**config.mk**
```make
export PLATFORM = sky130hd
export DESIGN_NAME = csv_field_tokenizer
export DESIGN_NICKNAME = d
export VERILOG_FILES = /design/src/rtl/core/csvtok_pkg.sv /design/src/rtl/core/csv_field_tokenizer.sv /design/src/rtl/core/csvtok_ram.sv /design/src/rtl/core/csvtok_dp.sv /design/src/rtl/core/csvtok_ctrl.sv
export SDC_FILE = /design/constraint.sdc
export NUM_CORES = 1
export LEC_CHECK = 0
export ABC_CLOCK_PERIOD_IN_PS = 4570
export BUFFER_PORTS_ARGS = -buffer_cell sky130_fd_sc_hd__buf_2
export CAP_MARGIN = 20
export CORE_UTILIZATION = 35
export DETAILED_ROUTE_END_ITERATION = 8
export GPL_ROUTABILITY_DRIVEN = 0
export PLACE_DENSITY = 0.6
export SLEW_MARGIN = 15
export SYNTH_ARGS = -nofsm -noshare
export SYNTH_HDL_FRONTEND = slang
export SYNTH_SLANG_ARGS = --single-unit
```
**constraint.sdc**
```tcl
create_clock -name clk_i -period 4.57 [get_ports clk_i]
set_clock_uncertainty 0.2 [all_clocks]
set_input_delay 1.371 -clock clk_i [delete_from_list [all_inputs] [get_ports clk_i]]
set_output_delay 1.371 -clock clk_i [all_outputs]
set_load 0.02 [all_outputs]
```
**src/rtl/core/csvtok_pkg.sv**
```systemverilog
// shared constants, types and control structs for the csv field tokenizer
package csvtok_pkg;

  // depth of the leading-blank hold buffer
  localparam int unsigned BLANK_HOLD_DEPTH = 16;
  // address width of the hold buffer and width of its fill count
  localparam int unsigned HOLD_AW = (BLANK_HOLD_DEPTH > 1) ? $clog2(BLANK_HOLD_DEPTH) : 1;
  localparam int unsigned HOLD_CW = $clog2(BLANK_HOLD_DEPTH + 1);

  // character codes
  localparam logic [7:0] CH_COMMA = 8'h2C;
  localparam logic [7:0] CH_QUOTE = 8'h22;
  localparam logic [7:0] CH_LF    = 8'h0A;
  localparam logic [7:0] CH_CR    = 8'h0D;
  localparam logic [7:0] CH_SP    = 8'h20;
  localparam logic [7:0] CH_TAB   = 8'h09;

  // source of the next result written to the output register
  typedef enum logic [1:0] {
    SEL_HELD,
    SEL_MARK,
    SEL_BYTE
  } out_sel_e;

  // commands from controller to datapath
  typedef struct packed {
    logic     accept;      // input transfer this cycle, latch the byte
    logic     hold_wr;     // append the input byte to the hold buffer
    logic     hold_clr;    // drop all held blanks
    logic     flush_step;  // one held blank goes out, advance read index
    logic     flush_end;   // last held blank goes out, empty the buffer
    logic     out_ld;      // load the output register
    out_sel_e out_sel;
    logic     mark_re;     // record end flag for a mark result
    logic     last;        // last result of the current input item
  } dp_cmd_t;

  // status from datapath to controller
  typedef struct packed {
    logic is_comma;
    logic is_quote;
    logic is_lf;
    logic is_cr;
    logic is_blank;
    logic hold_full;
    logic hold_any;
    logic flush_last;  // the held blank at the read index is the final one
    logic out_free;    // output register can take a result this cycle
  } dp_stat_t;

endpackage

```
**src/rtl/core/csv_field_tokenizer.sv**
```systemverilog
// top level of the streaming csv field tokenizer
//
// Input channel: one text byte per transfer on in_byte_i, or an end-of-input
// marker with end_of_input_i high. Output channel: one result per transfer,
// either a field data byte (has_byte_o) or a mark (field_end_o, record_end_o);
// last_of_run_o flags the final result caused by an input item.
// Unless held blanks go out first, the first result of an item is written to
// the output register with its input transfer when that register is free. An
// item that yields at most one result then leaves nothing pending, so text
// streams at a byte per cycle while the receiver does not stall. A stray byte
// after a closing quote yields a mark and a byte, and the input stalls until
// the byte has gone out. Held blanks precede the result; the hold buffer ram
// has a registered read port and gives out one entry per cycle unless stalled.
// The block takes a new item while its previous result still waits in the
// output register. When the receiver stalls, the output register holds its
// result and in_stall_o rises once the current item still has results left.
// Reset puts the block at the start of a record with the hold buffer empty;
// the hold buffer needs no clearing pass, only its fill count and read index are reset.
module csv_field_tokenizer (
  input  logic       clk_i,
  input  logic       rst_ni,
  input  logic       in_valid_i,
  output logic       in_stall_o,
  input  logic [7:0] in_byte_i,
  input  logic       end_of_input_i,
  output logic       out_valid_o,
  input  logic       out_stall_i,
  output logic [7:0] out_byte_o,
  output logic       has_byte_o,
  output logic       field_end_o,
  output logic       record_end_o,
  output logic       last_of_run_o
);
  import csvtok_pkg::*;

  dp_cmd_t  cmd;
  dp_stat_t stat;

  // scan control
  csvtok_ctrl u_ctrl (
    .clk_i         (clk_i),
    .rst_ni        (rst_ni),
    .in_valid_i    (in_valid_i),
    .in_stall_o    (in_stall_o),
    .end_of_input_i(end_of_input_i),
    .stat_i        (stat),
    .cmd_o         (cmd)
  );

  // hold buffer and output register
  csvtok_dp u_dp (
    .clk_i        (clk_i),
    .rst_ni       (rst_ni),
    .in_byte_i    (in_byte_i),
    .cmd_i        (cmd),
    .stat_o       (stat),
    .out_stall_i  (out_stall_i),
    .out_valid_o  (out_valid_o),
    .out_byte_o   (out_byte_o),
    .has_byte_o   (has_byte_o),
    .field_end_o  (field_end_o),
    .record_end_o (record_end_o),
    .last_of_run_o(last_of_run_o)
  );

endmodule

```
**src/rtl/core/csvtok_ram.sv**
```systemverilog
// generic single write port ram with one registered read port
module csvtok_ram #(
  parameter int unsigned WIDTH = 8,
  parameter int unsigned DEPTH = 16
) (
  input  logic                                      clk_i,
  input  logic                                      we_i,
  input  logic [((DEPTH > 1) ? $clog2(DEPTH) : 1)-1:0] waddr_i,
  input  logic [WIDTH-1:0]                          wdata_i,
  input  logic [((DEPTH > 1) ? $clog2(DEPTH) : 1)-1:0] raddr_i,
  output logic [WIDTH-1:0]                          rdata_o
);

  logic [WIDTH-1:0] mem_q [DEPTH];
  logic [WIDTH-1:0] rdata_q;

  // write port
  always_ff @(posedge clk_i) begin
    if (we_i) begin
      mem_q[waddr_i] <= wdata_i;
    end
  end

  // registered read
  always_ff @(posedge clk_i) begin
    rdata_q <= mem_q[raddr_i];
  end

  assign rdata_o = rdata_q;

endmodule

```
**src/rtl/core/csvtok_dp.sv**
```systemverilog
// datapath: byte classes, hold buffer with fill count, flush index, output register
module csvtok_dp (
  input  logic                 clk_i,
  input  logic                 rst_ni,
  input  logic [7:0]           in_byte_i,
  input  csvtok_pkg::dp_cmd_t  cmd_i,
  output csvtok_pkg::dp_stat_t stat_o,
  input  logic                 out_stall_i,
  output logic                 out_valid_o,
  output logic [7:0]           out_byte_o,
  output logic                 has_byte_o,
  output logic                 field_end_o,
  output logic                 record_end_o,
  output logic                 last_of_run_o
);
  import csvtok_pkg::*;

  logic [HOLD_CW-1:0] count_q, count_d;
  logic [HOLD_AW-1:0] idx_q, idx_d;
  logic [7:0]         byte_q;
  logic [7:0]         held_rd;
  logic               out_valid_q, out_valid_d;
  logic [7:0]         out_byte_q, out_byte_d;
  logic               has_q, has_d, fe_q, fe_d, re_q, re_d, last_q;

  // character classes of the incoming byte
  assign stat_o.is_comma   = (in_byte_i == CH_COMMA);
  assign stat_o.is_quote   = (in_byte_i == CH_QUOTE);
  assign stat_o.is_lf      = (in_byte_i == CH_LF);
  assign stat_o.is_cr      = (in_byte_i == CH_CR);
  assign stat_o.is_blank   = (in_byte_i == CH_SP) || (in_byte_i == CH_TAB);
  assign stat_o.hold_full  = (count_q == HOLD_CW'(BLANK_HOLD_DEPTH));
  assign stat_o.hold_any   = (count_q != '0);
  assign stat_o.flush_last = ((HOLD_CW'(idx_q) + HOLD_CW'(1)) == count_q);
  assign stat_o.out_free   = !out_valid_q || !out_stall_i;

  // hold buffer fill count
  always_comb begin
    count_d = count_q;
    if (cmd_i.hold_clr || cmd_i.flush_end) begin
      count_d = '0;
    end else if (cmd_i.hold_wr) begin
      count_d = count_q + HOLD_CW'(1);
    end
  end

  // flush read index, ram address runs one step ahead of the data
  always_comb begin
    idx_d = idx_q;
    if (cmd_i.flush_end) begin
      idx_d = '0;
    end else if (cmd_i.flush_step) begin
      idx_d = idx_q + HOLD_AW'(1);
    end
  end

  always_ff @(posedge clk_i or negedge rst_ni) begin
    if (!rst_ni) begin
      count_q <= '0;
      idx_q   <= '0;
    end else begin
      count_q <= count_d;
      idx_q   <= idx_d;
    end
  end

  // held leading blanks
  csvtok_ram #(
    .WIDTH(8),
    .DEPTH(BLANK_HOLD_DEPTH)
  ) u_hold_ram (
    .clk_i  (clk_i),
    .we_i   (cmd_i.hold_wr),
    .waddr_i(count_q[HOLD_AW-1:0]),
    .wdata_i(in_byte_i),
    .raddr_i(idx_d),
    .rdata_o(held_rd)
  );

  // byte of the item in work
  always_ff @(posedge clk_i) begin
    if (cmd_i.accept) begin
      byte_q <= in_byte_i;
    end
  end

  // next result payload
  always_comb begin
    out_byte_d = 8'h00;
    has_d      = 1'b0;
    fe_d       = 1'b0;
    re_d       = 1'b0;
    unique case (cmd_i.out_sel)
      SEL_HELD: begin
        out_byte_d = held_rd;
        has_d      = 1'b1;
      end
      SEL_MARK: begin
        fe_d = 1'b1;
        re_d = cmd_i.mark_re;
      end
      SEL_BYTE: begin
        out_byte_d = cmd_i.accept ? in_byte_i : byte_q;
        has_d      = 1'b1;
      end
      default: begin
        out_byte_d = 8'h00;
      end
    endcase
  end

  // output register valid
  always_comb begin
    if (cmd_i.out_ld) begin
      out_valid_d = 1'b1;
    end else if (out_stall_i) begin
      out_valid_d = out_valid_q;
    end else begin
      out_valid_d = 1'b0;
    end
  end

  always_ff @(posedge clk_i or negedge rst_ni) begin
    if (!rst_ni) begin
      out_valid_q <= 1'b0;
    end else begin
      out_valid_q <= out_valid_d;
    end
  end

  always_ff @(posedge clk_i) begin
    if (cmd_i.out_ld) begin
      out_byte_q <= out_byte_d;
      has_q      <= has_d;
      fe_q       <= fe_d;
      re_q       <= re_d;
      last_q     <= cmd_i.last;
    end
  end

  assign out_valid_o   = out_valid_q;
  assign out_byte_o    = out_byte_q;
  assign has_byte_o    = has_q;
  assign field_end_o   = fe_q;
  assign record_end_o  = re_q;
  assign last_of_run_o = last_q;

endmodule

```
**src/rtl/core/csvtok_ctrl.sv**
```systemverilog
// controller: scan mode state machine and result sequencing
module csvtok_ctrl (
  input  logic                 clk_i,
  input  logic                 rst_ni,
  input  logic                 in_valid_i,
  output logic                 in_stall_o,
  input  logic                 end_of_input_i,
  input  csvtok_pkg::dp_stat_t stat_i,
  output csvtok_pkg::dp_cmd_t  cmd_o
);
  import csvtok_pkg::*;

  // scan mode codes
  localparam logic [2:0] M_REC    = 3'd0;
  localparam logic [2:0] M_REC_CR = 3'd1;
  localparam logic [2:0] M_FSTART = 3'd2;
  localparam logic [2:0] M_UNQ    = 3'd3;
  localparam logic [2:0] M_QUOTED = 3'd4;
  localparam logic [2:0] M_QSEEN  = 3'd5;
  localparam logic [2:0] M_CLOSED = 3'd6;

  logic [2:0] mode_q, mode_d, n_mode;
  // pending results of the current item: held blanks, mark, data byte
  logic pf_q, pf_d, pm_q, pm_d, pre_q, pre_d, pb_q, pb_d;
  logic n_f, n_m, n_re, n_b, n_hwr, n_hclr;
  logic unq_c, close_c;
  logic accept;
  logic cur_f, cur_m, cur_re, cur_b;
  logic emit_ok;

  assign in_stall_o = pf_q || pm_q || pb_q;
  assign accept     = in_valid_i && !in_stall_o;

  // decode one input item into next mode and a result plan
  always_comb begin
    n_mode  = mode_q;
    n_f     = 1'b0;
    n_m     = 1'b0;
    n_re    = 1'b0;
    n_b     = 1'b0;
    n_hwr   = 1'b0;
    n_hclr  = 1'b0;
    unq_c   = 1'b0;
    close_c = 1'b0;
    if (end_of_input_i) begin
      n_m    = (mode_q == M_FSTART) || (mode_q == M_UNQ) || (mode_q == M_QUOTED) ||
               (mode_q == M_QSEEN) || (mode_q == M_CLOSED);
      n_re   = 1'b1;
      n_hclr = 1'b1;
      n_mode = M_REC;
    end else begin
      unique case (mode_q)
        M_FSTART: begin
          if (stat_i.is_quote) begin
            n_mode = M_QUOTED;
          end else begin
            unq_c = 1'b1;
          end
        end
        M_UNQ: begin
          unq_c = 1'b1;
        end
        M_QUOTED: begin
          if (stat_i.is_quote) begin
            n_mode = M_QSEEN;
          end else begin
            n_b = 1'b1;
          end
        end
        M_QSEEN: begin
          if (stat_i.is_quote) begin
            n_b    = 1'b1;
            n_mode = M_QUOTED;
          end else begin
            close_c = 1'b1;
          end
        end
        M_CLOSED: begin
          close_c = 1'b1;
        end
        default: begin
          // record start, also the unused code
          if (mode_q == M_REC_CR && stat_i.is_lf) begin
            n_mode = M_REC;
          end else if (stat_i.is_blank) begin
            if (!stat_i.hold_full) begin
              n_hwr  = 1'b1;
              n_mode = M_REC;
            end else begin
              n_f    = 1'b1;
              n_b    = 1'b1;
              n_mode = M_UNQ;
            end
          end else if (stat_i.is_lf) begin
            n_hclr = 1'b1;
            n_mode = M_REC;
          end else if (stat_i.is_cr) begin
            n_hclr = 1'b1;
            n_mode = M_REC_CR;
          end else if (stat_i.hold_any) begin
            n_f   = 1'b1;
            unq_c = 1'b1;
          end else if (stat_i.is_quote) begin
            n_mode = M_QUOTED;
          end else begin
            unq_c = 1'b1;
          end
        end
      endcase

      // after a closing quote
      if (close_c) begin
        if (stat_i.is_blank) begin
          n_mode = M_CLOSED;
        end else if (stat_i.is_comma || stat_i.is_lf || stat_i.is_cr) begin
          unq_c = 1'b1;
        end else begin
          // stray byte ends the field and opens the next one
          n_m = 1'b1;
          if (stat_i.is_quote) begin
            n_mode = M_QUOTED;
          end else begin
            n_b    = 1'b1;
            n_mode = M_UNQ;
          end
        end
      end

      // byte inside an unquoted field
      if (unq_c) begin
        if (stat_i.is_comma) begin
          n_m    = 1'b1;
          n_mode = M_FSTART;
        end else if (stat_i.is_lf) begin
          n_m    = 1'b1;
          n_re   = 1'b1;
          n_mode = M_REC;
        end else if (stat_i.is_cr) begin
          n_m    = 1'b1;
          n_re   = 1'b1;
          n_mode = M_REC_CR;
        end else begin
          n_b    = 1'b1;
          n_mode = M_UNQ;
        end
      end
    end
  end

  // plan in effect this cycle
  assign cur_f  = accept ? n_f  : pf_q;
  assign cur_m  = accept ? n_m  : pm_q;
  assign cur_re = accept ? n_re : pre_q;
  assign cur_b  = accept ? n_b  : pb_q;
  // held data needs its registered ram read before it goes out
  assign emit_ok = stat_i.out_free && (cur_f || cur_m || cur_b) && !(cur_f && accept);

  // result sequencing: held blanks, then mark, then data byte
  always_comb begin
    pf_d  = cur_f;
    pm_d  = cur_m;
    pre_d = cur_re;
    pb_d  = cur_b;
    cmd_o            = '0;
    cmd_o.out_sel    = SEL_BYTE;
    cmd_o.accept     = accept;
    cmd_o.hold_wr    = accept && n_hwr;
    cmd_o.hold_clr   = accept && n_hclr;
    if (emit_ok) begin
      cmd_o.out_ld = 1'b1;
      if (cur_f) begin
        cmd_o.out_sel    = SEL_HELD;
        cmd_o.flush_step = 1'b1;
        cmd_o.last       = 1'b0;
        if (stat_i.flush_last) begin
          cmd_o.flush_end = 1'b1;
          pf_d            = 1'b0;
        end
      end else if (cur_m) begin
        cmd_o.out_sel = SEL_MARK;
        cmd_o.mark_re = cur_re;
        cmd_o.last    = !cur_b;
        pm_d          = 1'b0;
      end else begin
        cmd_o.out_sel = SEL_BYTE;
        cmd_o.last    = 1'b1;
        pb_d          = 1'b0;
      end
    end
  end

  assign mode_d = accept ? n_mode : mode_q;

  always_ff @(posedge clk_i or negedge rst_ni) begin
    if (!rst_ni) begin
      mode_q <= M_REC;
      pf_q   <= 1'b0;
      pm_q   <= 1'b0;
      pre_q  <= 1'b0;
      pb_q   <= 1'b0;
    end else begin
      mode_q <= mode_d;
      pf_q   <= pf_d;
      pm_q   <= pm_d;
      pre_q  <= pre_d;
      pb_q   <= pb_d;
    end
  end

endmodule
```
Yosys cells after proc, flatten, opt, wreduce, memory -nomap -nowiden --
Memories as Yosys holds them, arrays and structs flattened. A register that Yosys moved wholly into a read port is not among the register bits. Index checks and enable logic that the tools add are counted.
Storage, ports and cells: register bits after elaboration 37, latch bits 0, bits in writable memories 128, ROM bits 0, input port bits 13, output and inout bits 14, word-level logic and storage cells 181, memories 1
Cells by class: $add $sub $neg 3, multipliers 0, divide/modulo/power cells 0, $lt $le $gt $ge 0, equality and inequality tests 17, shift operators 0, mux-type cells 107, bitwise logic cells 3, reductions and logical operators 36
Memory list:
- u_dp.u_hold_ram.mem_q | words 16, width 8, read ports 1, clocked after memory_dff 1, wr ports 1, line csvtok_ram.sv:14 | logic [WIDTH-1:0] mem_q [DEPTH];
Operator list (number):
- 2-to-1 mux 1 bit | 76
- 2-to-1 mux 3 bit | 15
- equality test 8 x 4 -> 1 bit, second input constant | 3
- equality test 8 x 6 -> 1 bit, second input constant | 3
- case mux 8 bit (2 select lines) | 1
- logical OR 1 bit | 13
- 2-to-1 mux 2 bit | 5
- 2-to-1 mux 5 bit | 2
- equality test 3 bit, second input constant | 3
- case mux 3 bit (3 select lines) | 1
- 2-to-1 mux 4 bit | 2
- 2-to-1 mux 8 bit | 1
- OR reduction 2 bit | 4
- logical AND 1 bit | 7
- 2-to-1 mux 7 bit | 1
- equality test 3 x 2 -> 1 bit, second input constant | 2
- case mux 1 bit (3 select lines) | 2
- OR reduction 3 bit | 2
- adder 4 x 1 -> 5 bit, second input constant | 1
- adder 5 x 1 -> 5 bit, second input constant | 1
- equality test 5 bit | 1
- equality test 5 bit, second input constant | 1
- zero test 1 bit | 5
- nonzero test 5 bit | 1
- other kinds (11) | 13

Longest topological paths before layout --
depth after elaboration 23, depth in mapped cells 13, mapped depth without buffers 10

By module --
A second synthesis with hierarchy kept.
Second synthesis, totals: cell total of the unflattened synthesis 476, area, all modules 7503.4 sq um
By module, submodules not included:
- csvtok_ram | instances 1, cells an instance 229, area each 5147.4 sq um, seq. area each 4003.8 sq um
- csvtok_dp | instances 1, cells an instance 118, area each 1416.4 sq um, seq. area each 770.7 sq um
- csvtok_ctrl | instances 1, cells an instance 129, area each 939.7 sq um, seq. area each 175.2 sq um

Least setup slack after synthesis --
No wires, ideal clock.
kind input to register, start point input in_byte_i[0], end point register u_dp.fe_q (netlist: u_dp.field_end_o), enable pin, library setup time 382 ps, data arrival time 3619 ps, data required time 3988 ps, path slack 369 ps, cell stages on the path 9, buffers on the path 1, cell sequence buf_4 > or3b_4 > a2111oi_4 > nand3_1 > nor2_1 > nor4_1 > o2bb2ai_1 > and3_1 > nor2b_1
On the way: longest elaborated chain between the ends 20, elaborated cells on any way between the ends 60, those cells by class eq/ne: 6; mux: 44; reduce/logical: 10
RTL lines:
- start: declaration | line csv_field_tokenizer.sv:24 | input logic [7:0] in_byte_i,
- equality test 8 x 6 -> 1 bit | line csvtok_dp.sv:28 | assign stat_o.is_quote = (in_byte_i == CH_QUOTE);
- 2-to-1 mux 1 bit
- 2-to-1 mux 1 bit | line csvtok_ctrl.sv:100 | end else if (stat_i.hold_any) begin
- 2-to-1 mux 1 bit | line csvtok_ctrl.sv:97 | end else if (stat_i.is_cr) begin
- 2-to-1 mux 1 bit | line csvtok_ctrl.sv:94 | end else if (stat_i.is_lf) begin
- 2-to-1 mux 1 bit | line csvtok_ctrl.sv:85 | end else if (stat_i.is_blank) begin
- 2-to-1 mux 1 bit | line csvtok_ctrl.sv:83 | if (mode_q == M_REC_CR && stat_i.is_lf) begin
- case mux 1 bit (3 select lines) | line csvtok_ctrl.sv:52 | unique case (mode_q)
- [... 4 more ...]
- 2-to-1 mux 1 bit | line csvtok_ctrl.sv:130 | if (unq_c) begin
- 2-to-1 mux 1 bit | line csvtok_ctrl.sv:45 | if (end_of_input_i) begin
- 2-to-1 mux 1 bit | line csvtok_ctrl.sv:152 | assign cur_m = accept ? n_m : pm_q;
- logical OR 1 bit (2 in series) | line csvtok_ctrl.sv:156 | assign emit_ok = stat_i.out_free && (cur_f || cur_m || cur_b) && !(cur_f && accept);
- logical AND 1 bit | line csvtok_ctrl.sv:156
- logical AND 1 bit (*) | line csvtok_ctrl.sv:156
- via u_ctrl.emit_ok | line csvtok_ctrl.sv:29 | logic emit_ok;
- 2-to-1 mux 7 bit (*) | line csvtok_ctrl.sv:169 | if (emit_ok) begin
- end signal: assignment | line csvtok_dp.sv:135 | fe_q <= fe_d;
- end: declaration | line csvtok_dp.sv:24 | logic has_q, has_d, fe_q, fe_d, re_q, re_d, last_q;
The timed path passes the listed nets; every way through them passes the cells marked *. The select of a mux whose other input is x is not followed. A chain may end at the register's enable or synchronous reset.

Worst setup path after layout --
start point input in_byte_i[0], end point register u_dp.last_q (netlist: u_dp.last_of_run_o), enable pin
On the way: longest elaborated chain between the ends 20, elaborated cells on any way between the ends 60, those cells by class eq/ne: 6; mux: 44; reduce/logical: 10
RTL lines:
- equality test 8 x 6 -> 1 bit | line csvtok_dp.sv:28
- 2-to-1 mux 1 bit
- 2-to-1 mux 1 bit | line csvtok_ctrl.sv:100
- 2-to-1 mux 1 bit | line csvtok_ctrl.sv:97
- 2-to-1 mux 1 bit | line csvtok_ctrl.sv:94
- 2-to-1 mux 1 bit | line csvtok_ctrl.sv:85
- 2-to-1 mux 1 bit | line csvtok_ctrl.sv:83
- case mux 1 bit (3 select lines) | line csvtok_ctrl.sv:52
- [... 4 more ...]
- 2-to-1 mux 1 bit | line csvtok_ctrl.sv:130
- 2-to-1 mux 1 bit | line csvtok_ctrl.sv:45
- 2-to-1 mux 1 bit | line csvtok_ctrl.sv:152
- logical OR 1 bit (2 in series) | line csvtok_ctrl.sv:156
- logical AND 1 bit | line csvtok_ctrl.sv:156
- logical AND 1 bit (*) | line csvtok_ctrl.sv:156
- via u_ctrl.emit_ok | line csvtok_ctrl.sv:29
- 2-to-1 mux 7 bit (*) | line csvtok_ctrl.sv:169
- end signal: assignment | line csvtok_dp.sv:137 | last_q <= cmd_i.last;
- end: declaration | line csvtok_dp.sv:24
Marks and branches as above.

==> impl_metrics.yaml <==
status:
  status: "completed"
synthesis:
  ys_types: 70
  netlist_instances: 738
  synth_fp_nets: 756
  netlist_area_um2: 8300
  avgSynthCellArea_um2: 11.3
  synth_edf_count: 140
  synthTopCellsByArea: "edfxtp_1 (51%), nand2_1 (6.0%), dfrtp_1 (5.1%), dfxtp_1 (3.9%), nand3_1 (2.7%)"
  ys_seq_area_frac: 0.596
  netlist.area_leader.share: 0.506
  postSynth.asyncResetShare: 0.0983
  synth_warnings: 0
  ys.flop_type: "edfxtp_1"
  synth_area_leader_cell: "edfxtp_1"
  ys_ff_latch: 173
cts:
  cts_tree: "built"
  ctsHoldBuffers: 0
  cts_resized: 0
  max-clock-path-buffers: 2
  postCtsSetupBuffers: 0
  clk_pin_slew_worst_paths_ns: 0.07
  cts_buffers: 17
  clk_latency_ns: 0.44
  clock_sinks: 173
  h-tree-depth: 4
  root_buffer: "clkbuf_16"
detailed_routing:
  wire_per_inst_um: 19.9
  viasPerCell: 5.51
  dr.pass1.iters: 5
  vias: 6057
  ant_nets: 0
  drc: 0
  detail_route.wirelength_um: 21900
  initialDrtViolationCount: 616
placement:
  place_ws_ns: 0.370
  io_buffers: 26
  dp_hpwl_um: 14700
critical_path:
  rr_startpoint: "u_ctrl.pf_q$_DFF_PN0_"
  critPathRequiredTime_ns: 4.55
  crit_fanout: 12
  startpoint: "in_byte_i[0]"
  critPathLaunchType: "input port"
  critPathBufInv: 2
  endpoint: "u_dp.last_of_run_o$_SDFFCE_PP0N_"
  cp_num_cells: 10
  cp_cell_sequence: "buf_2 -> or4b_2 -> a21oi_1 -> o21bai_1 -> nor3_1 -> o21ai_0 -> and2b_1 -> and3_1 -> nor2b_1 -> buf_4"
  max_stage_delay_ns: 0.67
  critPathTopFamily: "simple AND/OR/NAND/NOR gates"
  reg2reg_to: "u_dp.u_hold_ram.mem_q[12][7]$_DFFE_PP_"
  critPathArrivalTime_ns: 3.78
  r2r_setup_slack_ns: 0.79
  worstRegToRegCells: 7
  slowest_stage: "or4b_2"
  cp-end-kind: "flip-flop"
  crit_type: "input port to flip-flop"
power_and_ir_drop:
  switching_share: 0.402
  power_frac_seq: 0.336
  p_leak_nw: 3.51
  combPwrFrac: 0.412
  switchingPower_mw: 2.47
  p_int_mw: 3.67
  pwr-share-clk: 0.252
  vdd_ir_drop_max_mv: 0.330
  power.density_nw_per_um2: 644
job:
  drv_cap: 0
floorplan:
  row_count: 55
  start_util: 0.361
  die_h_um: 156
  dieArea_um2: 24300
  fp.dieW_um: 156
  ios: 27
  core_area_um2: 23000
global_route:
  grtUsageTotal: 0.189
  antenna_found_initial: 0
  grt_max_degree: 52
  grt_pass1_wl_um: 33700
  first_global_vias: 5714
  overflow: 0
sta:
  setup_ws_ns: 0.774
  tightest_slew_ns: 0.893
  finalSetupViolCount: 0
  timing.hold.ws_ns: 0.258
  rsz0062_at_grt: "false"
  period_minus_slack_ns: 3.80
  finalCritPeriodShare: 0.831
  timing_hold_violations_final: 0
  finalSetupTns_ns: 0
  drv_slew: 0
  fmax_ghz: 0.263
  max-slew-margin-rel: 0.400
finish:
  layout.nets: 792
  nFillCells: 2205
  layout_commonest_cell: "edfxtp_1"
  antenna_cells: 0
  area_growth_pct: 14.9
  drive_gt1_frac: 0.154
  final_cell_mix: "edfxtp_1 (140), nand2_1 (133), nand3_1 (45)"
min_path:
  hold_path.class: "flip-flop to flip-flop"
registers in the layout, indices dropped and copies added (netlist names):
| name | flops |
|---|---|
| u_ctrl.pb_q | 1 |
| u_dp.count_q | 5 |
| u_dp.out_valid_o | 1 |
| u_dp.byte_q | 8 |
| u_dp.u_hold_ram.mem_q | 128 |
| u_dp.u_hold_ram.rdata_o | 8 |
| u_ctrl.pf_q | 1 |
| u_ctrl.pm_q | 1 |
| u_ctrl.mode_q | 3 |
| u_ctrl.pre_q | 1 |
| u_dp.record_end_o | 1 |
| u_dp.has_byte_o | 1 |
| u_dp.idx_q | 4 |
| u_dp.field_end_o | 1 |
| u_dp.last_of_run_o | 1 |
| u_dp.out_byte_o | 8 |
layout make-up:
cell class / instances / area (µm²) / area share
Multi-Input combinational cell: 495 / 3060 / 0.321
Timing Repair Buffer: 65 / 423 / 0.0443
Inverter: 22 / 82.6 / 0.00865
Tap cell: 313 / 392 / 0.0410
Clock buffer: 17 / 425 / 0.0446
Clock inverter: 15 / 206 / 0.0216
Sequential cell: 173 / 4950 / 0.519
synthesized netlist by cell type (9+ instances only):
library cell,instances
edfxtp_1,140
nand2_1,133
nand3_1,45
nor2_1,31
clkbuf_1,29
a21oi_1,28
and3_1,25
inv_1,20
a21boi_0,19
mux2i_1,19
o21ai_0,19
dfrtp_1,17
a221o_1,16
dfxtp_1,16
o211ai_1,16
o31a_1,16
buf_2,12
xnor2_1,12
o31ai_1,10
nand4_1,9
nor3_1,9
worst register-to-register path: cells and delay by family, from the launching register on:
family / cells / cell delay (ns)
DFF: 1 / 0.41
buffers and inverters: 1 / 0.22
and+or+nand+nor: 6 / 2.65
metrics by stage:
step	cell area [µm²]	util	std cells	power [mW]
6_report	9540	0.415	1100	6.14
5_1_grt	9540	0.415	1100	6.45
4_1_cts	9540	0.415	1100	6.16
3_5_place_dp	8910	0.388	1068	4.61
3_3_place_gp	8910	0.388	1068	4.58
2_1_floorplan	8300	-	738	3.80
logic make-up after synthesis:
logic type,share of synthesized area
xor gates and xnor gates,0.0148
AOI/OAI and AO/OA,0.153
buffers and inverters,0.0371
adders and majority gates,0.00753
muxes,0.0229
DFF,0.596
and+or+nand+nor,0.169
power groups by stage:
stage               registers (mW)  logic, mW  clock network (mW)
finish                        2.07       2.53                1.55
global route                  2.08       2.73                1.63
CTS                           2.06       2.52                1.57
detailed placement            2.10       2.51                   0
global placement              2.09       2.49                   0
floorplan                     2.09       1.71                   0
how the worst min path moves through the flow:
stage / slack (ns) / to / start / cells after the start
floorplan: 0.22 / u_dp.byte_q[4]$_DFF_P_ / u_dp.byte_q[4]$_DFF_P_ / 2
global placement: 0.24 / u_dp.byte_q[4]$_DFF_P_ / u_dp.byte_q[4]$_DFF_P_ / 2
detailed placement: 0.25 / u_dp.byte_q[6]$_DFF_P_ / u_dp.byte_q[6]$_DFF_P_ / 2
CTS: 0.26 / u_dp.byte_q[6]$_DFF_P_ / u_dp.byte_q[6]$_DFF_P_ / 2
global route: 0.28 / u_dp.byte_q[6]$_DFF_P_ / u_dp.byte_q[6]$_DFF_P_ / 2
finish: 0.26 / u_dp.byte_q[6]$_DFF_P_ / u_dp.byte_q[6]$_DFF_P_ / 2
layer usage:
metal	vias up	GRT usage	routed length [µm]
met5	-	0	0
li1	2822	-	-
met3	30	0.0358	1370
met2	227	0.286	9750
met1	2978	0.270	10200
met4	0	0.0691	524
(Power assumes the default switching activity.)
